File: src/sv/ata_pkg.sv
package ata_pkg;

	// Default widths
	localparam int COORD_WIDTH_DEF = 16;
	localparam int ANGLE_FRAC_DEF  = 13;

	// Ratio format: Q1.15, magnitude up to 2^15
	localparam int RATIO_FRAC = 15;
	localparam int QUOT_W     = RATIO_FRAC + 1;

	// Divider split: quotient bits resolved per register stage
	localparam int DIV_STEPS  = 4;
	localparam int DIV_STAGES = QUOT_W / DIV_STEPS;

	// Polynomial coefficients, Q0.15
	localparam logic [15:0]        COEF_N1 = 16'd31863;
	localparam logic signed [14:0] COEF_N2 = -15'sd6290;

	// p = N1*2^15 + N2*z2 stays positive and below 2^30
	localparam int P_W = 30;
	localparam int M_W = QUOT_W + P_W;

	// pi with 61 fraction bits
	localparam logic [63:0] PI_Q61 = 64'h6487ED5110B4611A;

	// Quadrant and sign flags that travel with each item
	typedef struct packed {
		logic x_zero;
		logic x_neg;
		logic y_zero;
		logic y_neg;
		logic swap;
		logic z_neg;
	} ata_quad_t;

	// Round pi to the given number of fraction bits
	function automatic logic [63:0] pi_fixed(input int frac);
		return (PI_Q61 + (64'd1 << (60 - frac))) >> (61 - frac);
	endfunction

	// Round pi/2 to the given number of fraction bits
	function automatic logic [63:0] half_pi_fixed(input int frac);
		return (PI_Q61 + (64'd1 << (61 - frac))) >> (62 - frac);
	endfunction

endpackage

File: src/sv/ata_front.sv
module ata_front #(
	parameter int COORD_WIDTH = ata_pkg::COORD_WIDTH_DEF
) (
	input  logic                          clk,
	input  logic                          arst_n,
	input  logic signed [COORD_WIDTH-1:0] x_value,
	input  logic signed [COORD_WIDTH-1:0] y_value,
	input  logic                          in_valid,
	output logic                          in_ready,
	output logic [COORD_WIDTH-1:0]        num,
	output logic [COORD_WIDTH-1:0]        den,
	output ata_pkg::ata_quad_t            quad,
	output logic                          out_valid,
	input  logic                          out_ready
);

	logic [COORD_WIDTH-1:0] ax, ay;
	ata_pkg::ata_quad_t     quad_nx;
	logic                   vld_s1;
	logic [COORD_WIDTH-1:0] num_s1, den_s1;
	ata_pkg::ata_quad_t     quad_s1;

	// Take magnitudes, pick the smaller one as numerator
	always_comb begin
		ax = x_value[COORD_WIDTH-1] ? (~x_value + 1'b1) : x_value;
		ay = y_value[COORD_WIDTH-1] ? (~y_value + 1'b1) : y_value;
		quad_nx.x_zero = (x_value == '0);
		quad_nx.x_neg  = x_value[COORD_WIDTH-1];
		quad_nx.y_zero = (y_value == '0);
		quad_nx.y_neg  = y_value[COORD_WIDTH-1];
		quad_nx.swap   = (ax < ay);
		quad_nx.z_neg  = x_value[COORD_WIDTH-1] ^ y_value[COORD_WIDTH-1];
	end

	assign in_ready = !vld_s1 || out_ready;

	// Hold valid until the next stage takes the item
	always_ff @(posedge clk or negedge arst_n) begin
		if (!arst_n) begin
			vld_s1 <= 1'b0;
		end else if (in_ready) begin
			vld_s1 <= in_valid;
		end
	end

	// Load payload on accept
	always_ff @(posedge clk) begin
		if (in_ready && in_valid) begin
			num_s1  <= quad_nx.swap ? ax : ay;
			den_s1  <= quad_nx.swap ? ay : ax;
			quad_s1 <= quad_nx;
		end
	end

	assign num       = num_s1;
	assign den       = den_s1;
	assign quad      = quad_s1;
	assign out_valid = vld_s1;

endmodule

File: src/sv/ata_div.sv
module ata_div #(
	parameter int COORD_WIDTH = ata_pkg::COORD_WIDTH_DEF
) (
	input  logic                           clk,
	input  logic                           arst_n,
	input  logic [COORD_WIDTH-1:0]         num,
	input  logic [COORD_WIDTH-1:0]         den,
	input  ata_pkg::ata_quad_t             quad_in,
	input  logic                           in_valid,
	output logic                           in_ready,
	output logic [ata_pkg::QUOT_W-1:0]     zmag,
	output ata_pkg::ata_quad_t             quad_out,
	output logic                           out_valid,
	input  logic                           out_ready
);

	localparam int REM_W  = COORD_WIDTH + 1;
	localparam int NSTAGE = ata_pkg::DIV_STAGES;
	localparam int QW     = ata_pkg::QUOT_W;

	// Stage inputs: index 0 is the module input, index k+1 is register stage k
	logic [REM_W-1:0]       rem_at  [NSTAGE+1];
	logic [COORD_WIDTH-1:0] den_at  [NSTAGE+1];
	logic [QW-1:0]          quo_at  [NSTAGE+1];
	ata_pkg::ata_quad_t     quad_at [NSTAGE+1];
	logic                   vld_at  [NSTAGE+1];
	logic                   rdy_at  [NSTAGE+1];

	// Stage registers
	logic [REM_W-1:0]       rem_s   [NSTAGE];
	logic [COORD_WIDTH-1:0] den_s   [NSTAGE];
	logic [QW-1:0]          quo_s   [NSTAGE];
	ata_pkg::ata_quad_t     quad_s  [NSTAGE];
	logic                   vld_s   [NSTAGE];

	assign rem_at[0]  = {1'b0, num};
	assign den_at[0]  = den;
	assign quo_at[0]  = '0;
	assign quad_at[0] = quad_in;
	assign vld_at[0]  = in_valid;
	assign in_ready   = rdy_at[0];
	assign rdy_at[NSTAGE] = out_ready;

	for (genvar k = 0; k < NSTAGE; k++) begin : g_stage
		logic [REM_W-1:0] rem_nx;
		logic [QW-1:0]    quo_nx;

		// Resolve a group of quotient bits by compare and subtract
		always_comb begin
			logic [REM_W-1:0] r;
			logic [QW-1:0]    q;
			logic             ge;
			r = rem_at[k];
			q = quo_at[k];
			for (int i = 0; i < ata_pkg::DIV_STEPS; i++) begin
				ge = (r >= {1'b0, den_at[k]});
				if (ge) begin
					r = r - {1'b0, den_at[k]};
				end
				q = {q[QW-2:0], ge};
				r = {r[REM_W-2:0], 1'b0};
			end
			rem_nx = r;
			quo_nx = q;
		end

		assign rdy_at[k] = !vld_s[k] || rdy_at[k+1];

		// Advance valid when the stage is free or drains
		always_ff @(posedge clk or negedge arst_n) begin
			if (!arst_n) begin
				vld_s[k] <= 1'b0;
			end else if (rdy_at[k]) begin
				vld_s[k] <= vld_at[k];
			end
		end

		always_ff @(posedge clk) begin
			if (rdy_at[k] && vld_at[k]) begin
				rem_s[k]  <= rem_nx;
				den_s[k]  <= den_at[k];
				quo_s[k]  <= quo_nx;
				quad_s[k] <= quad_at[k];
			end
		end

		assign rem_at[k+1]  = rem_s[k];
		assign den_at[k+1]  = den_s[k];
		assign quo_at[k+1]  = quo_s[k];
		assign quad_at[k+1] = quad_s[k];
		assign vld_at[k+1]  = vld_s[k];
	end

	assign zmag      = quo_at[NSTAGE];
	assign quad_out  = quad_at[NSTAGE];
	assign out_valid = vld_at[NSTAGE];

endmodule

File: src/sv/ata_poly.sv
module ata_poly #(
	parameter int ANGLE_FRAC_BITS = ata_pkg::ANGLE_FRAC_DEF
) (
	input  logic                             clk,
	input  logic                             arst_n,
	input  logic [ata_pkg::QUOT_W-1:0]       zmag,
	input  ata_pkg::ata_quad_t               quad_in,
	input  logic                             in_valid,
	output logic                             in_ready,
	output logic signed [ANGLE_FRAC_BITS+1:0] poly,
	output ata_pkg::ata_quad_t               quad_out,
	output logic                             out_valid,
	input  logic                             out_ready
);

	localparam int QW     = ata_pkg::QUOT_W;
	localparam int PW     = ata_pkg::P_W;
	localparam int MW     = ata_pkg::M_W;
	localparam int MAG_W  = ANGLE_FRAC_BITS + 1;
	localparam int RND_SH = 44 - ANGLE_FRAC_BITS;
	localparam int OUT_SH = 45 - ANGLE_FRAC_BITS;
	localparam logic [MW-1:0] RND = MW'(1) << RND_SH;

	logic rdy1, rdy2, rdy3, rdy4;
	logic vld_s1, vld_s2, vld_s3, vld_s4;

	logic [QW-1:0]      zmag_s1, zmag_s2;
	logic [QW-1:0]      z2_s1;
	logic [PW-1:0]      p_s2;
	logic [MW-1:0]      m_s3;
	logic signed [MAG_W:0] poly_s4;
	ata_pkg::ata_quad_t quad_s1, quad_s2, quad_s3, quad_s4;

	logic [2*QW-1:0]      sq_nx;
	logic signed [31:0]   n2_prod;
	logic signed [32:0]   p_full;
	logic [MW-1:0]        m_nx;
	logic [MW-1:0]        m_rnd;
	logic [MAG_W-1:0]     mag;

	assign rdy4     = !vld_s4 || out_ready;
	assign rdy3     = !vld_s3 || rdy4;
	assign rdy2     = !vld_s2 || rdy3;
	assign rdy1     = !vld_s1 || rdy2;
	assign in_ready = rdy1;

	// Square of the ratio, back to Q1.15
	assign sq_nx = zmag * zmag;

	// p = N1*2^15 + N2*z2
	always_comb begin
		n2_prod = ata_pkg::COEF_N2 * $signed({1'b0, z2_s1});
		p_full  = $signed({2'b00, ata_pkg::COEF_N1, {ata_pkg::RATIO_FRAC{1'b0}}})
			+ 33'(n2_prod);
	end

	// |z| * p, Q45
	assign m_nx = zmag_s2 * p_s2;

	// Round to nearest on the magnitude
	always_comb begin
		m_rnd = m_s3 + RND;
		mag   = m_rnd[OUT_SH +: MAG_W];
	end

	// Advance valid bits
	always_ff @(posedge clk or negedge arst_n) begin
		if (!arst_n) begin
			vld_s1 <= 1'b0;
			vld_s2 <= 1'b0;
			vld_s3 <= 1'b0;
			vld_s4 <= 1'b0;
		end else begin
			if (rdy1) begin
				vld_s1 <= in_valid;
			end
			if (rdy2) begin
				vld_s2 <= vld_s1;
			end
			if (rdy3) begin
				vld_s3 <= vld_s2;
			end
			if (rdy4) begin
				vld_s4 <= vld_s3;
			end
		end
	end

	// Load payload per stage
	always_ff @(posedge clk) begin
		if (rdy1 && in_valid) begin
			zmag_s1 <= zmag;
			z2_s1   <= sq_nx[ata_pkg::RATIO_FRAC +: QW];
			quad_s1 <= quad_in;
		end
		if (rdy2 && vld_s1) begin
			zmag_s2 <= zmag_s1;
			p_s2    <= p_full[PW-1:0];
			quad_s2 <= quad_s1;
		end
		if (rdy3 && vld_s2) begin
			m_s3    <= m_nx;
			quad_s3 <= quad_s2;
		end
		if (rdy4 && vld_s3) begin
			poly_s4 <= quad_s3.z_neg ? -$signed({1'b0, mag}) : $signed({1'b0, mag});
			quad_s4 <= quad_s3;
		end
	end

	assign poly      = poly_s4;
	assign quad_out  = quad_s4;
	assign out_valid = vld_s4;

endmodule

File: src/sv/ata_back.sv
module ata_back #(
	parameter int ANGLE_FRAC_BITS = ata_pkg::ANGLE_FRAC_DEF
) (
	input  logic                              clk,
	input  logic                              arst_n,
	input  logic signed [ANGLE_FRAC_BITS+1:0] poly,
	input  ata_pkg::ata_quad_t                quad,
	input  logic                              in_valid,
	output logic                              in_ready,
	output logic signed [ANGLE_FRAC_BITS+2:0] angle,
	output logic                              out_valid,
	input  logic                              out_ready
);

	localparam int AW = ANGLE_FRAC_BITS + 3;
	localparam logic signed [AW:0] PI_V = (AW+1)'(ata_pkg::pi_fixed(ANGLE_FRAC_BITS));
	localparam logic signed [AW:0] HP_V = (AW+1)'(ata_pkg::half_pi_fixed(ANGLE_FRAC_BITS));

	logic signed [AW:0]   poly_x;
	logic signed [AW:0]   r;
	logic signed [AW:0]   r_sat;
	logic                 y_pos;
	logic                 vld_s1;
	logic signed [AW-1:0] angle_s1;

	// Place the polynomial in its quadrant
	always_comb begin
		poly_x = (AW+1)'(poly);
		y_pos  = !quad.y_neg && !quad.y_zero;
		if (quad.x_zero) begin
			r = y_pos ? HP_V : (quad.y_neg ? -HP_V : '0);
		end else if (!quad.swap) begin
			r = poly_x;
			if (quad.x_neg) begin
				r = r + (quad.y_neg ? -PI_V : PI_V);
			end
		end else begin
			r = (quad.y_neg ? -HP_V : HP_V) - poly_x;
		end
		// Clamp to +/-pi
		if (r > PI_V) begin
			r_sat = PI_V;
		end else if (r < -PI_V) begin
			r_sat = -PI_V;
		end else begin
			r_sat = r;
		end
	end

	assign in_ready = !vld_s1 || out_ready;

	// Hold the result until taken
	always_ff @(posedge clk or negedge arst_n) begin
		if (!arst_n) begin
			vld_s1 <= 1'b0;
		end else if (in_ready) begin
			vld_s1 <= in_valid;
		end
	end

	always_ff @(posedge clk) begin
		if (in_ready && in_valid) begin
			angle_s1 <= r_sat[AW-1:0];
		end
	end

	assign angle     = angle_s1;
	assign out_valid = vld_s1;

endmodule

File: src/sv/fast_atan2_approx.sv
// Four-quadrant arctangent of a signed coordinate pair, polynomial approximation.
// Input channel: x_value, y_value with in_valid / in_ready; an item is taken on a
// clock edge where both are high. Output channel: angle in radians, signed with
// ANGLE_FRAC_BITS fraction bits and clamped to +/-pi, with out_valid / out_ready.
// One result leaves for every item, in order.
// The path has 10 register stages: one for magnitudes and operand select, four of
// the restoring divider (four quotient bits each, sixteen in all), four for the
// polynomial (square, coefficient multiply, ratio multiply, round), and one output
// stage for quadrant offset and clamp.
// Throughput is one item per clock while out_ready is high; the three multiplier
// stages and the divider stages are each fully pipelined.
// Every stage has its own valid bit and loads when it is empty or its successor
// loads, so a stalled receiver fills the bubbles first and then holds each item
// in place; in_ready falls only when all stages hold items.
// Asynchronous reset (arst_n low) clears every valid bit; no item is in flight
// after reset.
module fast_atan2_approx #(
	parameter int COORD_WIDTH     = ata_pkg::COORD_WIDTH_DEF,
	parameter int ANGLE_FRAC_BITS = ata_pkg::ANGLE_FRAC_DEF
) (
	input  logic                              clk,
	input  logic                              arst_n,
	input  logic signed [COORD_WIDTH-1:0]     x_value,
	input  logic signed [COORD_WIDTH-1:0]     y_value,
	input  logic                              in_valid,
	output logic                              in_ready,
	output logic signed [ANGLE_FRAC_BITS+2:0] angle,
	output logic                              out_valid,
	input  logic                              out_ready
);

	logic [COORD_WIDTH-1:0]           num, den;
	ata_pkg::ata_quad_t               quad_f, quad_d, quad_p;
	logic                             vld_f, rdy_f, vld_d, rdy_d, vld_p, rdy_p;
	logic [ata_pkg::QUOT_W-1:0]       zmag;
	logic signed [ANGLE_FRAC_BITS+1:0] poly;

	// Magnitudes and operand select
	ata_front #(
		.COORD_WIDTH(COORD_WIDTH)
	) u_front (
		.clk       (clk),
		.arst_n    (arst_n),
		.x_value   (x_value),
		.y_value   (y_value),
		.in_valid  (in_valid),
		.in_ready  (in_ready),
		.num       (num),
		.den       (den),
		.quad      (quad_f),
		.out_valid (vld_f),
		.out_ready (rdy_f)
	);

	// Ratio in Q1.15
	ata_div #(
		.COORD_WIDTH(COORD_WIDTH)
	) u_div (
		.clk       (clk),
		.arst_n    (arst_n),
		.num       (num),
		.den       (den),
		.quad_in   (quad_f),
		.in_valid  (vld_f),
		.in_ready  (rdy_f),
		.zmag      (zmag),
		.quad_out  (quad_d),
		.out_valid (vld_d),
		.out_ready (rdy_d)
	);

	// Odd polynomial of the ratio
	ata_poly #(
		.ANGLE_FRAC_BITS(ANGLE_FRAC_BITS)
	) u_poly (
		.clk       (clk),
		.arst_n    (arst_n),
		.zmag      (zmag),
		.quad_in   (quad_d),
		.in_valid  (vld_d),
		.in_ready  (rdy_d),
		.poly      (poly),
		.quad_out  (quad_p),
		.out_valid (vld_p),
		.out_ready (rdy_p)
	);

	// Quadrant offset, clamp and output register
	ata_back #(
		.ANGLE_FRAC_BITS(ANGLE_FRAC_BITS)
	) u_back (
		.clk       (clk),
		.arst_n    (arst_n),
		.poly      (poly),
		.quad      (quad_p),
		.in_valid  (vld_p),
		.in_ready  (rdy_p),
		.angle     (angle),
		.out_valid (out_valid),
		.out_ready (out_ready)
	);

endmodule

File: config.mk
export PLATFORM = sky130hd
export DESIGN_NAME = fast_atan2_approx
export DESIGN_NICKNAME = d
export VERILOG_FILES = /design/src/sv/ata_pkg.sv /design/src/sv/ata_front.sv /design/src/sv/ata_div.sv /design/src/sv/ata_poly.sv /design/src/sv/ata_back.sv /design/src/sv/fast_atan2_approx.sv
export SDC_FILE = /design/constraint.sdc
export NUM_CORES = 2
export LEC_CHECK = 0
export ABC_AREA = 1
export BUFFER_PORTS_ARGS = -buffer_cell sky130_fd_sc_hd__buf_2
export CORE_MARGIN = 4
export CORE_UTILIZATION = 35
export DETAILED_ROUTE_END_ITERATION = 7
export SLEW_MARGIN = 5
export SYNTH_ARGS = -nofsm -noshare
export SYNTH_HDL_FRONTEND = slang
export SYNTH_SLANG_ARGS = --single-unit
File: constraint.sdc
create_clock -name clk -period 9.7 [get_ports clk]
set_clock_uncertainty 0.2 [all_clocks]
set_input_delay 1.94 -clock clk [delete_from_list [all_inputs] [get_ports clk]]
set_output_delay 1.94 -clock clk [all_outputs]
set_load 0.005 [all_outputs]
### Word level (Yosys, flattened, before mapping)

Memory sizes are Yosys's and may differ from the RTL's. A register that Yosys moved wholly into a read port is not among the register bits.
Cells that the tools add are included.

| storage, ports and cells | value |
|---|---|
| register bits | 220 |
| bits in latches | 0 |
| memory bits (writable) | 216 |
| bits in read-only memories | 0 |
| input port bits | 36 |
| output and inout port bits | 18 |
| logic and storage cells | 169 |
| memories kept | 4 |

Memory list:

| memory | words | bits a word | rd ports | clocked after Yosys merged registers in | write ports | RTL line | RTL |
|---|---|---|---|---|---|---|---|
| u_div.den_s | 4 | 16 | 3 | 0 | 4 | ata_div.sv:31 | `logic [COORD_WIDTH-1:0] den_s [NSTAGE];` |
| u_div.quo_s | 4 | 16 | 4 | 0 | 4 | ata_div.sv:32 | `logic [QW-1:0] quo_s [NSTAGE];` |
| u_div.rem_s | 4 | 16 | 3 | 0 | 4 | ata_div.sv:30 | `logic [REM_W-1:0] rem_s [NSTAGE];` |
| u_div.quad_s | 4 | 6 | 4 | 1 | 4 | ata_div.sv:33 | `ata_pkg::ata_quad_t quad_s [NSTAGE];` |

| operators by class | value |
|---|---|
| add/sub/neg operators | 23 |
| multiply operators | 3 |
| div/mod/pow operators | 0 |
| magnitude comparators | 19 |
| eq/ne operators | 0 |
| shifts and indexed selects | 0 |
| mux-type cells | 37 |
| bitwise gates (word level) | 3 |
| reduce and logical (&&, ||, !) cells | 36 |

Operators by type and width:

| operator | number |
|---|---|
| $mux 16 | 21 |
| $sub 16x16->16 | 16 |
| $ge 17x16->1 | 15 |
| $mux 17 | 7 |
| $add 46x32->46 const B | 1 |
| $mul 16x30->46 | 1 |
| $add 16x1->16 const B | 2 |
| $logic_not 16->1 | 2 |
| $not 16->16 | 2 |
| $mul 16x16->31 | 1 |
| $add 26x30->30 const A | 1 |
| $mul 13x17->29 const A | 1 |
| $add 15x17->17 | 1 |
| $gt 17x16->1 const B | 1 |
| $lt 17x16->1 const B | 1 |
| $sub 17x15->17 | 1 |
| $ge 16x16->1 | 1 |
| $lt 16x16->1 | 1 |
| $neg 14->15 | 1 |
| $mux 14 | 1 |
| $logic_not 1->1 | 12 |
| $logic_and 1x1->1 | 11 |
| $logic_or 1x1->1 | 10 |
| $mux 1 | 8 |
| other kinds (2) | 2 |

### Depth between registers and ports, before layout

| depth | value |
|---|---|
| depth after elaboration | 13 |
| depth in mapped cells | 58 |

### By module

From an unflattened synthesis, not the netlist that was laid out.

| second synthesis, totals | value |
|---|---|
| cells, all modules | 7,821 |
| area total of the unflattened synthesis | 58,611.2 µm² |

By module, submodules not included:

| module | times used | cells an instance | area an instance (µm²) |
|---|---|---|---|
| ata_poly | 1 | 3,947 | 32,592.5 |
| ata_div | 1 | 2,945 | 20,133.1 |
| ata_front | 1 | 406 | 2,946.6 |
| ata_back | 1 | 523 | 2,939.1 |

### Worst setup path before layout

OpenSTA, ideal clock, no wires.

| timing path | value |
|---|---|
| kind | reg2reg |
| start | register u_front.den_s1[0] (netlist: u_front.den[0]) |
| end | memory u_div.rem_s[0][7] (netlist bit), data pin |
| arrival | 7.282 ns |
| data required time | 9.248 ns |
| path slack | 1.966 ns |
| stages on the path, launching flop included | 52 |
| buffers on the path | 6 |
| period minus slack after synthesis | 7.734 ns |
| cells stage by stage | edfxtp_1 -> ha_1 -> inv_1 -> fa_1 -> a21oi_4 -> inv_2 -> a21o_2 -> nand2_1 -> nand3_2 -> buf_6 -> inv_2 -> buf_4 -> buf_6 -> nand2_1 -> nand2_1 -> ha_1 -> a21oi_1 -> o21ai_1 -> [16 not listed] -> nand2_1 -> a211oi_2 -> nand2_4 -> o21ai_0 -> ha_1 -> a21oi_1 -> nand2_1 -> nand2_1 -> nand2_1 -> a21oi_1 -> o21ai_0 -> nand2_1 -> o2111ai_1 -> a21boi_0 -> nand3_2 -> buf_4 -> nand2_1 -> nand2_1 |

RTL lines:

| item | RTL line | RTL |
|---|---|---|
| start, declared | ata_front.sv:20 | `logic [COORD_WIDTH-1:0] num_s1, den_s1;` |
| start signal, assigned | ata_front.sv:50 | `den_s1 <= quad_nx.swap ? ay : ax;` |
| end, declared | ata_div.sv:30 |  |

==> flow_summary_export.csv <==
group,metric,value,unit
routing,wl_per_cell,16.3,um
clock_tree,clock-root-buffer,"sky130_fd_sc_hd__clkbuf_16",
synth,synth_top_cell_area_share,23.1,%
timing,final_worst_setup_slack,0.720,ns
synth,post-synth-top-area-cell,"sky130_fd_sc_hd__fa_1",
floorplanning,design.die.area,0.164,mm^2
worst_hold_path,min_path_type,"reg -> reg",
synth,netlist_instances,6903,
setup_path,crit_path_top_delay_cell,"sky130_fd_sc_hd__ha_1",
place,placed_cells_incl_taps,8862,
clock_tree,clk_path_buf_depth,3,
global_routing,global_route.overflow_total,0,
global_routing,first_global_vias,45708,
place,dp_worst_setup_slack,0.439,ns
run_status,run_status,"complete, no violations",
timing,setup_viol,0,
timing,finalWorstPathRequiredPeriod,8.98,ns
floorplanning,floorplan.initialDensity,35.3,%
synth,async_reset_ff_share,2.82,%
setup_path,buffer_and_inverter_count_on_the_worst_path,5,
routing,final_antenna_net_count,0,
synth,netlist_area_pre_place,0.0552,mm^2
clock_tree,worstSkewPairLatency,0.62,ns
floorplanning,rows,145,
synth,yosys_warnings,0,
clock_tree,tritoncts_clock_tree,"done",
setup_path,start_kind,"flop",
place,detailedPlacementHpwl,118000,um
timing,finalHoldViolations,0,
synth,ys_seq_elements,354,
global_routing,antenna_found_initial,3,
flow_run,max_cap_violations,0,
finish,stdcell_area,0.0591,mm^2
timing,timing_max_transition_violations_final,0,
global_routing,grt_max_degree,52,
global_routing,grt_util_all_layers,17.9,%
setup_path,cp_slowest_stage_delay,0.43,ns
finish,final_layout_size_suffix_gt1_share,4.33,%
setup_path,critical_path_most_common_cell,"sky130_fd_sc_hd__nand2_1",
clock_tree,clkTransAtPathRegs,0.06,ns
floorplanning,ioPinCount,54,
timing,clock.fmax,0.111,GHz
synth,sequential_element_share_of_the_synthesized_area,19.2,%
setup_path,critical-path-top-delay-family,"compound AO/OA/AOI/OAI gates",
synth,syn-mean-instance-area,8.00,um^2
timing,setup_total_negative_slack,0,ns
global_routing,grt_first_pass_wirelength,238000,um
finish,design.final.nets,8141,
finish,instances_no_fill,8946,
timing,slew_at_the_pin_closest_to_its_max_slew_limit,1.08,ns
routing,route.detailed.vias_per_inst,4.95,
setup_path,critPathRequiredTime,9.98,ns
finish,diodes,0,
routing,detailed_route_iter0_violations,2778,
clock_tree,cts-htree-levels,2,
setup_path,critPathKind,"reg -> reg",
timing,final_min_period_over_clock_period,92.6,%
synth,synth.top_cells.by_area,"sky130_fd_sc_hd__fa_1, sky130_fd_sc_hd__edfxtp_1, sky130_fd_sc_hd__ha_1",
place,place_congestion,0.949,
setup_path,critical_path.endpoint_type,"flop",
routing,drt_drc_violations_left,0,
finish,area_growth,6.99,%
routing,vias,44253,
synth,synth_cell_type_count,67,
setup_path,timing.critical_path.arrival,9.26,ns
setup_path,crit_path_max_fanout,21,
place,detailed_place.area,0.0575,mm^2
synth,synthesis.nets,8189,
timing,max_slew_margin,27.7,%
floorplanning,dieHeight,405,um
synth,synth-main-ff-cell,"sky130_fd_sc_hd__edfxtp_1",
floorplanning,die_w,405,um
place,i_o_buffers,53,
synth,synth_enable_flop_cells,344,
clock_tree,cts_hold_buf,0,
clock_tree,cts_made_buffers,43,
routing,drtPass1Iterations,6,
routing,totalWireLength,146000,um
floorplanning,core_area,0.157,mm^2
clock_tree,clkSinkCount,354,
## flip-flops by register name, summed over array words and instances, names as in the netlist, 3 cells and up
signal	count
u_poly.quad_s1	6
u_poly.zmag_s1	16
u_poly.quad_out	5
u_div.rem_s	48
u_front.num	16
u_poly.m_s3	15
u_back.angle	16
u_poly.quad_s2	6
u_poly.quad_s3	6
u_poly.z2_s1	16
u_front.quad	6
u_div.vld_at	3
u_poly.zmag_s2	16
u_div.quad_s	24
u_poly.p_s2	29
u_poly.poly	15
u_div.den_s	48
u_front.den	16
u_div.quo_s	40
## Yosys cell counts, drive strengths merged, types with 7 or more instances
master	instances
nand2	1810
inv	1364
fa	638
ha	612
a21oi	384
edfxtp	344
nor2	330
nand3	296
o21ai	288
xor2	180
clkbuf	148
xnor2	137
buf	50
nor3	44
nand4	37
a31oi	33
a21o	32
o21bai	25
nor4	24
or2	22
a21boi	16
o21a	12
nand3b	11
dfrtp	10
a211oi	9
a221oi	8
o2111ai	7
o211ai	7
## through the flow
step / util (%) / hold WS, ns
floorplan: - / 0.200
global placement: 36.7 / 0.200
detailed placement: 36.7 / 0.205
CTS: 37.7 / 0.209
global route: 37.7 / 0.218
finish: 37.7 / 0.216
## worst paths after layout
kind / endpoint / cells after the start / start / slack [ns]
worst max-delay path: u_div.rem_s[0][2] / 46 / u_front.den[9] / 0.72
worst min-delay path: u_div.quad_s[3][0] / 0 / u_div.quad_s[2][0] / 0.22
max in group asynchronous: u_poly.out_valid / 1 / arst_n / 8.12
min in group asynchronous: u_div.out_valid / 1 / arst_n / 0.99
worst min register to register: u_div.quad_s[3][0] / 0 / u_div.quad_s[2][0] / 0.22
worst max register to register: u_div.rem_s[0][2] / 46 / u_front.den[9] / 0.72
## layer usage
layer / GRT usage (%) / wire length [um] / vias to the layer above
met3: 2.22 / 7180 / 223
met4: 4.75 / 3700 / 0
met2: 30.7 / 69600 / 1109
met5: 0 / 0 / -
met1: 23.9 / 65700 / 21325
li1: - / - / 21596
## kinds of logic (layout without fill, tap and decap cells)
family,count (synthesis),count (layout),synth area share (%)
flops,354,354,19.2
mux,1,1,0.0204
simple gates,2583,2584,19.3
buf+inv,1563,1547,10.9
fa+ha+maj,1250,1250,37.0
compound gates,835,835,8.51
xor+xnor,317,317,5.03
## area by class of cell
cell class | count | area, um^2
repair buffers | 102 | 646
clock buffers | 48 | 1090
inverters | 1365 | 5140
well taps | 2058 | 2570
flip-flops and latches | 354 | 10600
fillers | 16013 | 97500
repair inverters | 2 | 15.0
multi-input cells | 4987 | 38600
clock inverters | 30 | 363
## cells in the final DEF (no fill, tap or decap), types with 48 or more instances in the layout
cell type                  instances
sky130_fd_sc_hd__o21ai_0         258
sky130_fd_sc_hd__fa_1            638
sky130_fd_sc_hd__buf_2            53
sky130_fd_sc_hd__xor2_1          180
sky130_fd_sc_hd__buf_4            48
sky130_fd_sc_hd__xnor2_1         137
sky130_fd_sc_hd__nor2_1          314
sky130_fd_sc_hd__inv_1          1341
sky130_fd_sc_hd__ha_1            612
sky130_fd_sc_hd__nand3_1         286
sky130_fd_sc_hd__nand2_1        1787
sky130_fd_sc_hd__a21oi_1         369
sky130_fd_sc_hd__edfxtp_1        344
## repair_timing
action                                  in CTS  in global routing
setup buffers                                0                  3
resized for setup                            0                 15
endpoints found under the setup margin       0                 35
Power is left out: the tool's default activity adds up to more than one toggle a clock period on the data nets, which glitch-free logic cannot reach.
